--- src/sv/hcbd_pkg.sv ---
// Package for the chunked body decoder: transfer payload types, parser phases,
// character constants and small character-class helpers.
// No dependencies.
package hcbd_pkg;

   // One body byte in, at most one decoded result out
   typedef struct packed {
      logic [7:0] body_byte;
      logic       body_start;
   } req_payload_type;

   typedef struct packed {
      logic       kind;
      logic [7:0] data_byte;
      logic       chunk_last;
   } rsp_payload_type;

   // Result kinds
   localparam logic KIND_DATA = 1'b0;
   localparam logic KIND_END  = 1'b1;

   // Parser phases; the size-line phases come first so they compare below PH_DATA
   typedef enum logic [3:0] {
      PH_WS     = 4'd0,
      PH_ZERO   = 4'd1,
      PH_X      = 4'd2,
      PH_DIGITS = 4'd3,
      PH_REST   = 4'd4,
      PH_DATA   = 4'd5,
      PH_TRAIL1 = 4'd6,
      PH_TRAIL2 = 4'd7,
      PH_DONE   = 4'd8
   } phase_type;

   // Characters of interest
   localparam logic [7:0] CHAR_CR    = 8'h0D;
   localparam logic [7:0] CHAR_LF    = 8'h0A;
   localparam logic [7:0] CHAR_TAB   = 8'h09;
   localparam logic [7:0] CHAR_SPACE = 8'h20;
   localparam logic [7:0] CHAR_ZERO  = 8'h30;
   localparam logic [7:0] CHAR_NINE  = 8'h39;
   localparam logic [7:0] CHAR_LO_A  = 8'h61;
   localparam logic [7:0] CHAR_LO_F  = 8'h66;
   localparam logic [7:0] CHAR_UP_A  = 8'h41;
   localparam logic [7:0] CHAR_UP_F  = 8'h46;
   localparam logic [7:0] CHAR_LO_X  = 8'h78;
   localparam logic [7:0] CHAR_UP_X  = 8'h58;

   // Hex digit decode: bit 4 flags a valid digit, bits 3:0 hold its value
   function automatic logic [4:0] hex_decode(input logic [7:0] c);
      logic [7:0] diff;
      begin
         diff = 8'd0;
         if (c >= CHAR_ZERO && c <= CHAR_NINE) begin
            diff = c - CHAR_ZERO;
            hex_decode = {1'b1, diff[3:0]};
         end else if (c >= CHAR_LO_A && c <= CHAR_LO_F) begin
            diff = c - CHAR_LO_A + 8'd10;
            hex_decode = {1'b1, diff[3:0]};
         end else if (c >= CHAR_UP_A && c <= CHAR_UP_F) begin
            diff = c - CHAR_UP_A + 8'd10;
            hex_decode = {1'b1, diff[3:0]};
         end else begin
            hex_decode = {1'b0, diff[3:0]};
         end
      end
   endfunction

   // Space, TAB, LF, VT, FF, CR
   function automatic logic is_blank(input logic [7:0] c);
      is_blank = (c == CHAR_SPACE) || (c >= CHAR_TAB && c <= CHAR_CR);
   endfunction

endpackage

--- src/sv/http_chunked_body_decoder.sv ---
// Chunked transfer-coding body decoder: parser state and result register.
// Depends on hcbd_pkg.
//
// Usage:
//   req_* carries one raw body byte per transfer; body_start marks the first
//   byte of a new body and restarts the parser before that byte is used.
//   rsp_* carries at most one result per input byte: a decoded data byte
//   (kind data, chunk_last on the final byte of each chunk) or a single end
//   result when a zero-size chunk line completes. Size lines, the two bytes
//   after each chunk and everything after the end produce no transfer.
// Timing:
//   The parser state is updated at the input transfer and the result is held
//   in one output register, so a result appears in the cycle after its byte.
//   One byte per cycle is sustained while rsp_ready stays high; the single
//   state update per byte sets that figure.
// Reset and stall:
//   Synchronous reset returns the parser to the start of a size line and
//   empties the output register. While a result waits unaccepted, req_ready
//   is low; it rises in the same cycle rsp_ready frees the register.
module http_chunked_body_decoder
   import hcbd_pkg::*;
#(
   parameter int SIZE_BITS = 32
) (
   input  logic            clock,
   input  logic            reset,
   input  logic            req_valid,
   output logic            req_ready,
   input  req_payload_type req_data,
   output logic            rsp_valid,
   input  logic            rsp_ready,
   output rsp_payload_type rsp_data
);

   phase_type              phase_ff, phase_in;
   logic [SIZE_BITS-1:0]   acc_ff, acc_in;
   logic [SIZE_BITS-1:0]   left_ff, left_in;
   logic                   saw_cr_ff, saw_cr_in;
   logic                   rsp_valid_ff, rsp_valid_in;
   rsp_payload_type        rsp_data_ff, rsp_data_in;

   logic                   req_xfer;
   logic                   has_result;
   rsp_payload_type        result;

   // Byte taken whenever the result register is empty or being drained
   assign req_ready = !rsp_valid_ff || rsp_ready;
   assign req_xfer  = req_valid && req_ready;
   assign rsp_valid = rsp_valid_ff;
   assign rsp_data  = rsp_data_ff;

   // Parser state register
   always_ff @(posedge clock) begin
      if (reset) begin
         phase_ff  <= PH_WS;
         acc_ff    <= '0;
         left_ff   <= '0;
         saw_cr_ff <= 1'b0;
      end else begin
         phase_ff  <= phase_in;
         acc_ff    <= acc_in;
         left_ff   <= left_in;
         saw_cr_ff <= saw_cr_in;
      end
   end

   // Next parser state and result for the offered byte
   always_comb begin
      phase_type            ph;
      phase_type            ph_line;
      logic [SIZE_BITS-1:0] acc;
      logic [SIZE_BITS-1:0] left;
      logic [SIZE_BITS-1:0] left_dec;
      logic                 cr;
      logic [7:0]           c;
      logic [4:0]           hex;
      logic [SIZE_BITS-1:0] acc_digit;

      c   = req_data.body_byte;
      hex = hex_decode(c);

      // A new body restarts everything before the byte is used
      ph   = req_data.body_start ? PH_WS : phase_ff;
      acc  = req_data.body_start ? '0 : acc_ff;
      left = req_data.body_start ? '0 : left_ff;
      cr   = req_data.body_start ? 1'b0 : saw_cr_ff;

      // Saturating acc*16 + digit: overflow exactly when the top nibble is set
      acc_digit = (|acc[SIZE_BITS-1 -: 4]) ? '1 : {acc[SIZE_BITS-5:0], hex[3:0]};
      left_dec  = left - {{(SIZE_BITS-1){1'b0}}, 1'b1};

      ph_line    = ph;
      phase_in   = ph;
      acc_in     = acc;
      left_in    = left;
      saw_cr_in  = cr;
      has_result = 1'b0;
      result     = '{kind: KIND_DATA, data_byte: 8'd0, chunk_last: 1'b0};

      unique case (ph)
         PH_WS, PH_ZERO, PH_X, PH_DIGITS, PH_REST: begin
            saw_cr_in = 1'b0;
            if (cr && c == CHAR_LF) begin
               // Line complete
               if (acc == '0) begin
                  phase_in   = PH_DONE;
                  has_result = 1'b1;
                  result     = '{kind: KIND_END, data_byte: 8'd0, chunk_last: 1'b0};
               end else begin
                  left_in  = acc;
                  phase_in = PH_DATA;
               end
            end else begin
               // A held CR not followed by LF counts as a blank line character
               if (cr && (ph == PH_ZERO || ph == PH_X || ph == PH_DIGITS)) begin
                  ph_line = PH_REST;
               end
               phase_in = ph_line;
               if (c == CHAR_CR) begin
                  saw_cr_in = 1'b1;
               end else begin
                  unique case (ph_line)
                     PH_WS: begin
                        if (is_blank(c)) begin
                           phase_in = PH_WS;
                        end else if (c == CHAR_ZERO) begin
                           phase_in = PH_ZERO;
                        end else if (hex[4]) begin
                           acc_in   = acc_digit;
                           phase_in = PH_DIGITS;
                        end else begin
                           phase_in = PH_REST;
                        end
                     end
                     PH_ZERO: begin
                        if (c == CHAR_LO_X || c == CHAR_UP_X) begin
                           phase_in = PH_X;
                        end else if (hex[4]) begin
                           acc_in   = acc_digit;
                           phase_in = PH_DIGITS;
                        end else begin
                           phase_in = PH_REST;
                        end
                     end
                     PH_X, PH_DIGITS: begin
                        if (hex[4]) begin
                           acc_in   = acc_digit;
                           phase_in = PH_DIGITS;
                        end else begin
                           phase_in = PH_REST;
                        end
                     end
                     default: begin
                        phase_in = ph_line;
                     end
                  endcase
               end
            end
         end
         PH_DATA: begin
            left_in    = left_dec;
            has_result = 1'b1;
            result     = '{kind: KIND_DATA, data_byte: c, chunk_last: (left_dec == '0)};
            if (left_dec == '0) begin
               phase_in = PH_TRAIL1;
            end
         end
         PH_TRAIL1: begin
            phase_in = PH_TRAIL2;
         end
         PH_TRAIL2: begin
            phase_in  = PH_WS;
            acc_in    = '0;
            saw_cr_in = 1'b0;
         end
         default: begin
            phase_in = PH_DONE;
         end
      endcase

      // Hold state unless a byte is transferred
      if (!req_xfer) begin
         phase_in  = phase_ff;
         acc_in    = acc_ff;
         left_in   = left_ff;
         saw_cr_in = saw_cr_ff;
      end
   end

   // Output register control
   always_comb begin
      rsp_data_in = rsp_data_ff;
      if (req_xfer) begin
         rsp_valid_in = has_result;
         rsp_data_in  = result;
      end else if (rsp_ready) begin
         rsp_valid_in = 1'b0;
      end else begin
         rsp_valid_in = rsp_valid_ff;
      end
   end

   always_ff @(posedge clock) begin
      if (reset) begin
         rsp_valid_ff <= 1'b0;
      end else begin
         rsp_valid_ff <= rsp_valid_in;
      end
   end

   // Result payload; no reset needed
   always_ff @(posedge clock) begin
      rsp_data_ff <= rsp_data_in;
   end

endmodule

--- config.mk ---
export PLATFORM = sky130hd
export DESIGN_NAME = http_chunked_body_decoder
export DESIGN_NICKNAME = d
export VERILOG_FILES = /design/src/sv/hcbd_pkg.sv /design/src/sv/http_chunked_body_decoder.sv
export SDC_FILE = /design/constraint.sdc
export NUM_CORES = 1
export LEC_CHECK = 0
export BUFFER_PORTS_ARGS = -buffer_cell sky130_fd_sc_hd__buf_2
export CAP_MARGIN = 20
export CORE_UTILIZATION = 39
export DETAILED_ROUTE_END_ITERATION = 6
export GPL_ROUTABILITY_DRIVEN = 1
export MAX_ROUTING_LAYER = met4
export PLACE_DENSITY = 0.58
export SETUP_SLACK_MARGIN = 0.5
export SLEW_MARGIN = 10
export SYNTH_ARGS = -nofsm -noshare
export SYNTH_HDL_FRONTEND = slang
export SYNTH_SLANG_ARGS = --single-unit
--- constraint.sdc ---
create_clock -name clock -period 4.3 [get_ports clock]
set_input_delay 0.86 -clock clock [delete_from_list [all_inputs] [get_ports clock]]
set_output_delay 0.86 -clock clock [all_outputs]
set_load 0.02 [all_outputs]
==> results of run 1 <==
layout by cell type, fill, tap and decap left out, drive strengths merged, types with 5 or more instances in the layout:
cell type,count
or4,7
or3,6
and2,11
a22oi,18
dfxtp,70
nand2,52
and3,5
nor4,21
nand3,15
ha,7
a21o,6
inv,17
edfxtp,10
a21oi,52
a31oi,6
nand4,12
nor3,24
nor2,102
a2bb2oi,5
nand2b,9
xor2,9
o21ai,43
xnor2,5
a22o,8
o2bb2ai,27
buf,38
clkbuf,9
metal layers:
layer | share of wire | wire (um) | vias up
met5 | 0 | 0 | -
met4 | 0.025 | 433 | 0
met3 | 0.075 | 1280 | 31
met2 | 0.43 | 7390 | 218
met1 | 0.47 | 8080 | 2537
li1 | - | - | 2494
power breakdown:
| group | leakage [nW] | internal (mW) | total, mW | switching (mW) |
|---|---|---|---|---|
| registers | 0.667 | 0.763 | 0.775 | 0.0118 |
| clock network | 0.145 | 0.411 | 0.778 | 0.367 |
| logic | 1.32 | 0.0573 | 0.173 | 0.115 |
flip-flops by register name, summed over array words and instances, names as in the netlist:
register	count
acc_ff	32
left_ff	32
rsp_data	10
phase_ff	4
rsp_valid	1
saw_cr_ff	1
critical path, delay by kind of cell:
family,cells,cell delay (ns)
AOI/OAI and AO/OA,3,0.74
adders and majority gates,1,0.39
buffers and inverters,2,0.17
and+or+nand+nor,5,1.62
final timing paths:
kind	startpoint	end	slack [ns]	cells past startpoint
min	left_ff[26]$_SDFFE_PP0P_	left_ff[26]$_SDFFE_PP0P_	0.51	2
max	req_data[0]	phase_ff[1]$_SDFFE_PP0P_	0.81	11
min reg2reg	left_ff[26]$_SDFFE_PP0P_	left_ff[26]$_SDFFE_PP0P_	0.51	2
max reg2reg	left_ff[1]$_SDFFE_PP0P_	phase_ff[1]$_SDFFE_PP0P_	1.15	9
stage by stage:
step	total power, mW	utilization	area (um^2)	hold WS, ns	cells
after floorplan	0.909	-	5200	0.454	670
after global placement	0.961	0.425	5420	0.480	826
after detailed placement	0.962	0.425	5420	0.497	826
after CTS	1.74	0.448	5720	0.511	842
after global routing	1.79	0.449	5730	0.531	842
final	1.73	0.449	5730	0.511	842
synthesized netlist by cell type (3+ instances only):
master and n:
xor2_1 9, nor4bb_1 3, nor4_1 16, edfxtp_1 10
o221a_1 3, or3_1 6, nand3_1 15, dfxtp_1 70
buf_6 3, nor3_1 22, o31ai_1 4, a311oi_1 4
a2bb2oi_1 5, a22oi_1 18, nor2b_1 4, and4_1 4
ha_1 7, o21ai_1 8, nand2b_1 9, inv_1 11
xnor2_1 5, nand4_1 11, clkbuf_1 42, a21oi_1 52
o21ai_0 34, a21o_1 6, mux2i_1 4, nor2_1 102
a31o_2 4, and2_1 11, a31oi_1 6, o21a_1 3
or4_1 7, nor4_2 3, nand2_1 52, or2_2 3
and3_1 5, buf_2 7, o2bb2ai_1 27, o211ai_1 3
a22o_1 8
cell families after synthesis:
| logic type | Yosys count |
|---|---|
| simple gates | 289 |
| compound gates | 210 |
| flops | 80 |
| buf+inv | 66 |
| xor+xnor | 14 |
| fa+ha+maj | 7 |
| mux | 4 |
cell type report:
cell class / instances / area, um^2
Inverter: 12 / 45.0
Timing Repair Buffer: 38 / 238
Sequential cell: 80 / 1700
Tap cell: 172 / 215
Clock inverter: 7 / 72.6
Multi-Input combinational cell: 524 / 3230
Fill cell: 1253 / 7040
Clock buffer: 9 / 225
==> results by group, run 1 <==
CTS
  – Post-CTS setup buffers: 0
  – CTS tree: done
  – H-tree depth: 3
  – Hold Buf Count CTS: 0
  – Clock slew at reported path FFs: 0.07 ns
  – Clock buffer depth: 2
  – Clock root cell: clkbuf_16
  – CTS Buf Count: 9
  – Worst-Skew Late Latency: around 0.36 ns
  – Cts repair resizes: 0
  – Num Clock Sinks: 80

GRT
  – GR Layer Usage met2: 0.368
  – Pin count of the biggest net entering global routing: 42
  – Met1 GRT Util: 0.378
  – Grt peak-use layer: met1
  – GR Util met3: 0.0443
  – Vias in the first global route: around 4,800
  – Gr usage total: 0.264
  – Initial antenna violation count: 0
  – Gr ovfl total: 0
  – First-pass GRT wire length: between 20,000 and 30,000 um

Critical path
  – CP Capture Type: flip-flop
  – CP startpoint kind: primary input
  – Critical path class: primary input to flip-flop
  – Critical path cell sequence: buf_2 > inv_2 > nand2_1 > ha_1 > nor4b_4 > o21ai_2 > or4_1 > a221o_1 > nor4_2 > and4_1 > o221a_1
  – Crit path required time: 4.60 ns
  – Worst path slowest cell: or4_1
  – Critical path arrival: approximately 3.8 ns
  – Worst-path maximum fanout: 12
  – Largest stage delay on the critical path: between 0.5 and 0.6 ns

Detailed routing
  – Avg WL per Cell: between 20 and 25 um
  – Via count: ~5,300
  – DRC viols: 0
  – Router iterations before antenna repair: 5
  – Vias per inst: 6.27
  – Routed wire length: approximately 17,000 um
  – Routed Antenna Nets: 0
  – Initial DRC Count: between 600 and 700

Place
  – Pre-CTS setup slack: roughly 0.36 ns
  – Placer congestion estimate: around 0.9
  – Port Buf Inserts: 24
  – Hpwl dp: 12,300 um

Floorplanning
  – Core ar.: between 10,000 and 15,000 um^2
  – Die H: 117 um
  – Starting Density: 0.406
  – Die ar.: 13,800 um^2
  – Cell row count: ~40
  – I/O pin count: 25
  – Die width: approximately 120 um

Synth
  – Sequential element share of the synthesized area: 0.328
  – Area share of fa/ha/maj cells after synthesis: 0.0169
  – Syn Area/Cell: 7.75 um^2
  – Count of distinct cell types in the synthesized netlist: 76
  – Share of the synthesized area in the top cell type: 0.270
  – Most used flip-flop cell after synthesis: dfxtp_1
  – Syn_nets: 690
  – Post-synthesis compound-gate area fraction: 0.277
  – Synth area leader: dfxtp_1
  – Post-synth EDFFs: 10
  – Xor and xnor area share after synthesis: 0.0236
  – Gate Count Post-Synth: between 600 and 700
  – Largest family of logic cells by synthesized area: simple AND/OR/NAND/NOR gates
  – Syn. warnings: 0
  – Yosys reg bits: 80
  – Post-synth ARST share: 0
  – Synthesized area: approximately 5200 um^2
  – Simple-gate share of the synthesized area: 0.292
  – Post-synthesis mux area share: 0.00771
  – Area contributors post-synth: dfxtp_1, nor2_1, edfxtp_1, a21oi_1, o2bb2ai_1

Final layout
  – Area Overhead vs Synth: 10.4%
  – # diodes: 0
  – Layout Nets: about 690
  – Share of cells above drive strength 1: 0.113

Timing
  – Worst Skew: 0.0129 ns
  – Final WS setup: just over 0.8 ns
  – RSZ-0062 raised after global routing: false
  – Slew HR: 0.400
  – Min Tclk post-route: roughly 3.5 ns
  – Fmax: between 0.2 and 0.3 GHz
  – Max Slew Vio Count: 0
  – Setup TNS: 0 ns
  – Hold Vio Cnt, Final: 0
  – Crit share post-route: 0.811
  – Worst slew pin tran: 0.899 ns
  – Final setup violation count: 0

Run status
  – Status: complete, no violations

Power and ir drop
  – Leak pwr: 2.13 nW
  – Worst vdd ir: 0.264 mV
  – Power density cells: around 300 nW/um^2

Min path
  – Worst hold path type: flip-flop to flip-flop

Run
  – Max cap viols: 0
(Power assumes the default switching activity.)
==> run 2: changes to the inputs <==
ABC_AREA = 1   (was default)
PLACE_DENSITY = 0.57   (was 0.58)
clock period = 3.6 ns   (was 4.3 ns; I/O delays follow)
==> results by group, run 2 <==
Synth
  – Syn. warnings: 0
  – Syn Area/Cell: a little under 6 um^2
  – Area contributors post-synth: dfxtp_1, nand2_1, o21ai_0, a21oi_1, inv_1
  – Most common cell in the netlist: nand2_1
  – Share of the synthesized area in the top cell type: 0.197
  – Syn_nets: roughly 1,200
  – Leading post-synthesis cells by instance count: nand2_1, o21ai_0, inv_1
  – Post-synth ARST share: 0
  – Most used flip-flop cell after synthesis: dfxtp_1
  – Synthesized area: approximately 7100 um^2
  – Gate Count Post-Synth: 1,221
  – Post-synth EDFFs: 10
  – Synth area leader: dfxtp_1
  – Sequential element share of the synthesized area: 0.239
  – Count of distinct cell types in the synthesized netlist: 39
  – Yosys reg bits: 80

Critical path
  – Largest stage delay on the critical path: around 0.40 ns
  – Crit path required time: around 3.8 ns
  – Critical path's top delay family: buffers and inverters
  – Critical path class: primary input to flip-flop
  – Critical path cell sequence: buf_2 > buf_4 > nor2_1 > nor2_1 > nand2_1 > nor2_1 > nand4_1 > inv_1 > nor2_2 > inv_1 > a21oi_1 > o21ai_0 > a31oi_1
  – CP Capture Type: flip-flop
  – Critical path's most frequent cell: nor2_1
  – CP startpoint kind: primary input
  – Worst path slowest cell: inv_1
  – Worst-path maximum fanout: 16
  – Critical path arrival: approximately 3.2 ns
  – WP buf/inv: 4

Power and ir drop
  – Flop pwr share: 0.348
  – Sw frac: 0.367
  – Leak pwr: about 3.8 nW
  – Clock share of power: 0.361
  – Worst vdd ir: between 0.2 and 0.25 mV
  – Pint: ~1.8 mW
  – Power density cells: 368 nW/um^2
  – Comb pwr share: 0.291
  – Net Switching: ~1.0 mW

Timing
  – RSZ-0062 raised after global routing: false
  – Fmax: 0.340 GHz
  – Final setup violation count: 0
  – Worst slew pin tran: 0.938 ns
  – Max Slew Vio Count: 0
  – Crit share post-route: 0.816
  – Final WS setup: around 0.66 ns
  – Setup TNS: 0 ns
  – Min Tclk post-route: 2.94 ns
  – Slew HR: 0.374
  – Hold Vio Cnt, Final: 0
  – Worst Skew: about 0.0075 ns

Detailed routing
  – Via count: 8,097
  – Routed met3 length: 1730 um
  – Initial DRC Count: 907
  – DRC viols: 0
  – Routed Antenna Nets: 0
  – DR top layer: met4
  – Vias per inst: around 5.6
  – Router iterations before antenna repair: 5
  – WL met2: roughly 11,000 um
  – M1 WL: 11,900 um
  – Avg WL per Cell: 17.2 um
  – Routed wire length: approximately 25,000 um

Min path
  – Worst hold path type: flip-flop to flip-flop

Final layout
  – Share of cells above drive strength 1: 0.0999
  – Area Overhead vs Synth: 8.36%
  – Design Area, Final: approximately 7700 um^2
  – Commonest non-fill, non-tap cell in the layout: nand2_1
  – Layout Nets: between 1,000 and 1,500
  – Commonest cells after routing, fill and taps aside: nand2_1, o21ai_0, inv_1, a21oi_1, nor2_1
  – Final core utilization: 0.431
  – # diodes: 0

Floorplanning
  – Die H: between 100 and 150 um
  – Die ar.: between 15,000 and 20,000 um^2
  – Starting Density: 0.398
  – I/O pin count: 25
  – Cell row count: about 50
  – Die width: about 140 um
  – Core ar.: roughly 18,000 um^2

CTS
  – Worst-Skew Late Latency: about 0.35 ns
  – Clock root cell: clkbuf_16
  – H-tree depth: 3
  – Clock buffer depth: 2
  – CTS tree: done
  – Num Clock Sinks: 80
  – Hold Buf Count CTS: 0
  – CTS Buf Count: 9
  – Clock slew at reported path FFs: roughly 0.070 ns

GRT
  – Gr usage total: 0.285
  – First-pass GRT wire length: 40,100 um
  – Vias in the first global route: between 7,000 and 8,000
  – Pin count of the biggest net entering global routing: 50
  – Initial antenna violation count: 0
  – Gr ovfl total: 0

Run
  – Max cap viols: 0

Place
  – Port Buf Inserts: 24
  – Pre-CTS setup slack: a little over 0.3 ns
  – Post-place instance area: around 7400 um^2
  – Hpwl dp: around 18,000 um
  – Placer congestion estimate: 1.02

Run status
  – Status: complete, no violations
[run 2: what timing repair did]
item	in CTS	in global routing
setup buffers	0	0
endpoints found under the setup margin	0	4
gates resized for setup	0	4
[run 2: path summary, 6_finish.rpt]
path | from | endpoint | slack [ns] | cells past startpoint
worst max register to register | acc_ff[28]$_SDFFE_PP0P_ | left_ff[16]$_SDFFE_PP0P_ | 1.15 | 12
worst max-delay path | req_data[0] | left_ff[16]$_SDFFE_PP0P_ | 0.66 | 13
worst min-delay path | phase_ff[2]$_SDFFE_PP0P_ | phase_ff[2]$_SDFFE_PP0P_ | 0.47 | 2
worst min register to register | phase_ff[2]$_SDFFE_PP0P_ | phase_ff[2]$_SDFFE_PP0P_ | 0.47 | 2
[run 2: cells by family (layout without fill, tap and decap cells)]
| kind of cell | count (synthesis) | count (layout) | share of synthesized area |
|---|---|---|---|
| simple gates | 563 | 563 | 0.343 |
| fa+ha+maj | 7 | 7 | 0.0123 |
| buf+inv | 211 | 211 | 0.130 |
| xor+xnor | 4 | 4 | 0.00492 |
| flops | 80 | 80 | 0.239 |
| compound gates | 356 | 356 | 0.270 |
[run 2: worst reg2reg max path: stages, from the launching register on]
cell	delay [ns]
dfxtp_1	0.30
inv_1	0.06
nor2_1	0.07
nor2_1	0.13
nand2_1	0.10
nor2_1	0.22
nand4_1	0.18
inv_1	0.22
nor2_2	0.07
inv_1	0.40
a21oi_1	0.19
o21ai_0	0.25
a31oi_1	0.14
[run 2: metal layers]
metal,global-route usage,vias up
met5,-,-
met4,0.0922,0
met3,0.0500,40
met2,0.417,293
met1,0.394,3694
li1,-,4070
[run 2: power by group through the flow]
stage | clock network, mW | logic [mW] | registers (mW)
after floorplan | 0 | 0.590 | 1.00
after global placement | 0 | 0.805 | 1.01
after detailed placement | 0 | 0.802 | 1.01
after CTS | 1.04 | 0.807 | 0.988
after global routing | 1.07 | 0.921 | 0.996
final | 1.03 | 0.828 | 0.989
[run 2: metrics by stage]
step / instances / power [mW] / hold WS [ns]
after floorplan: 1221 / 1.59 / 0.445
after global placement: 1434 / 1.81 / 0.456
after detailed placement: 1434 / 1.81 / 0.462
after CTS: 1450 / 2.83 / 0.472
after global routing: 1450 / 2.98 / 0.520
final: 1450 / 2.84 / 0.470
[run 2: cell type report]
type	instances	area, um^2
Tap cell	229	287
Timing Repair Buffer	49	349
Fill cell	1986	10200
Inverter	146	553
Sequential cell	80	1700
Clock inverter	6	83.8
Clock buffer	10	229
Multi-Input combinational cell	930	4510
==> run 3: changes to the inputs <==
ABC_AREA = 0   (was 1)
PLACE_DENSITY = 0.58   (was 0.57)
clock period = 2.8 ns   (was 3.6 ns; I/O delays follow)
==> results by group, run 3 (synthesized netlist as in run 1, its figures left out) <==
Final layout
  – Share of cells above drive strength 1: 0.307
  – Area Overhead vs Synth: 34.4%
  – # diodes: 0
  – Commonest non-fill, non-tap cell in the layout: nor2_1
  – Design Area, Final: around 7000 um^2
  – Layout Nets: just under 800
  – Commonest cells after routing, fill and taps aside: nor2_1, buf_4, dfxtp_1, nand2_1, a21oi_1
  – Post-Layout Cell Count: about 930
  – Final core utilization: 0.546

Timing
  – Worst Skew: 0.0104 ns
  – RSZ-0062 raised after global routing: true
  – Worst slew pin tran: approximately 0.54 ns
  – Hold_ws: a little under 0.5 ns
  – Slew HR: 0.641
  – Final WS setup: 0.240 ns
  – Crit share post-route: 0.914
  – Final setup violation count: 0
  – Min Tclk post-route: 2.56 ns
  – Fmax: 0.391 GHz
  – Hold Vio Cnt, Final: 0
  – Setup TNS: 0 ns
  – Max Slew Vio Count: 0

CTS
  – Num Clock Sinks: 80
  – Clock root cell: clkbuf_16
  – Worst-Skew Late Latency: 0.35 ns
  – Clock buffer depth: 2
  – Clock slew at reported path FFs: approximately 0.070 ns
  – H-tree depth: 3
  – CTS tree: done
  – Hold Buf Count CTS: 0
  – CTS Buf Count: 9

GRT
  – Vias in the first global route: about 5,200
  – Gr ovfl total: 0
  – Pin count of the biggest net entering global routing: 29
  – Gr usage total: 0.290
  – First-pass GRT wire length: 30,000 um
  – Initial antenna violation count: 0

Floorplanning
  – Starting Density: 0.406
  – Die width: 117 um
  – Die ar.: around 14,000 um^2
  – Die H: roughly 120 um
  – Cell row count: approximately 40
  – I/O pin count: 25
  – Core ar.: 12,800 um^2

Critical path
  – R2R Setup Slk: ~0.25 ns
  – WP buf/inv: 3
  – Critical path arrival: 2.78 ns
  – Critical path cell sequence: buf_6 > inv_12 > nand2_4 > ha_4 > nor4b_4 > buf_4 > o21ai_4 > or4_1 > a221o_1 > a221oi_2 > o31ai_1 > a21oi_1 > nor2_1
  – CP Capture Type: flip-flop
  – RR Endpoint: left_ff[30]$_SDFFE_PP0P_
  – Crit path depth: 13
  – R2R depth: 11
  – Worst path slowest cell: or4_1
  – Critical path's top delay family: compound AO/OA/AOI/OAI gates
  – Crit path required time: 3.02 ns
  – Critical path class: primary input to flip-flop
  – Worst-path maximum fanout: 3
  – Worst Setup SP: req_data[0]
  – CP startpoint kind: primary input
  – FF-to-FF Start: left_ff[0]$_SDFFE_PP0P_
  – Largest stage delay on the critical path: ~0.40 ns

Min path
  – Hold Path End: rsp_valid$_SDFFE_PP0P_
  – Worst hold path type: primary input to flip-flop
  – Hold path start: req_valid
  – Worst Hold Path Cells: 3

Detailed routing
  – Initial DRC Count: roughly 700
  – Router iterations before antenna repair: 5
  – DRC viols: 0
  – Avg WL per Cell: between 20 and 25 um
  – Routed Antenna Nets: 0
  – Via count: between 5,000 and 6,000
  – Routed wire length: just under 20,000 um
  – Vias per inst: between 6 and 7

Place
  – Port Buf Inserts: 24
  – Placer congestion estimate: 0.940
  – Post-place instance area: between 6000 and 7000 um^2
  – Hpwl dp: roughly 14,000 um
  – Placed cell count: 891
  – Pre-CTS setup slack: -0.217 ns

Power and ir drop
  – Clock share of power: 0.446
  – Net Switching: 0.770 mW
  – Comb pwr share: 0.129
  – Flop pwr share: 0.425
  – Worst vdd ir: ~0.5 mV
  – Leak pwr: ~2.8 nW
  – Sw frac: 0.276
  – Pint: ~2.0 mW
  – Power density cells: 400 nW/um^2
  – Overall power: 2.79 mW

Run
  – Max cap viols: 0

Run status
  – Status: complete, no violations
-- run 3: cell types whose count changed in the layout (fill, tap and decap cells not counted), sizes merged, moves of 26 or more --
cell     delta
nand2     -273
inv       -129
o21ai     -121
buf        +81
a21oi      -71
nand3      -54
o2bb2ai    +27
nor2       -26
-- run 3: what timing repair did --
item,4_1_cts,5_1_grt
endpoints found under the hold margin,0,0
setup buffers,9,17
pin swaps,10,22
endpoints found under the setup margin,47,53
resized for setup,30,64
gates cloned,0,1
-- run 3: worst max-delay path by stage --
| stage | end |
|---|---|
| 6_report | left_ff[30]$_SDFFE_PP0P_ |
| 5_1_grt | left_ff[30]$_SDFFE_PP0P_ |
| 4_1_cts | phase_ff[1]$_SDFFE_PP0P_ |
| 3_5_place_dp | phase_ff[1]$_SDFFE_PP0P_ |
| 3_3_place_gp | phase_ff[1]$_SDFFE_PP0P_ |
| 2_1_floorplan | phase_ff[1]$_SDFFE_PP0P_ |
-- run 3: layout make-up --
cell class	count	area (um^2)
Clock buffer	9	225
Multi-Input combinational cell	524	3640
Clock inverter	7	85.1
Fill cell	1194	5800
Sequential cell	80	1730
Inverter	12	60.1
Timing Repair Buffer	130	1020
Tap cell	172	215
-- run 3: power groups by stage --
stage / combinational (mW) / sequential [mW] / clock (mW)
6_report: 0.359 / 1.19 / 1.24
4_1_cts: 0.330 / 1.19 / 1.26
3_3_place_gp: 0.310 / 1.22 / 0
5_1_grt: 0.382 / 1.19 / 1.31
3_5_place_dp: 0.313 / 1.22 / 0
2_1_floorplan: 0.204 / 1.22 / 0
-- run 3: per-layer routing --
layer  track usage  routed length (um)  up-vias  share of wire
li1              -                   -     2673              -
met1         0.412                8990     2734           0.46
met2         0.411                8700      252           0.44
met3        0.0457                1430       34          0.073
met4         0.109                 428        0          0.022
met5             -                   0        -              0
-- run 3: worst min-delay path, stage by stage --
cell and delay (ns):
buf_2 0.11, o21ai_0 0.06, a21oi_1 0.07
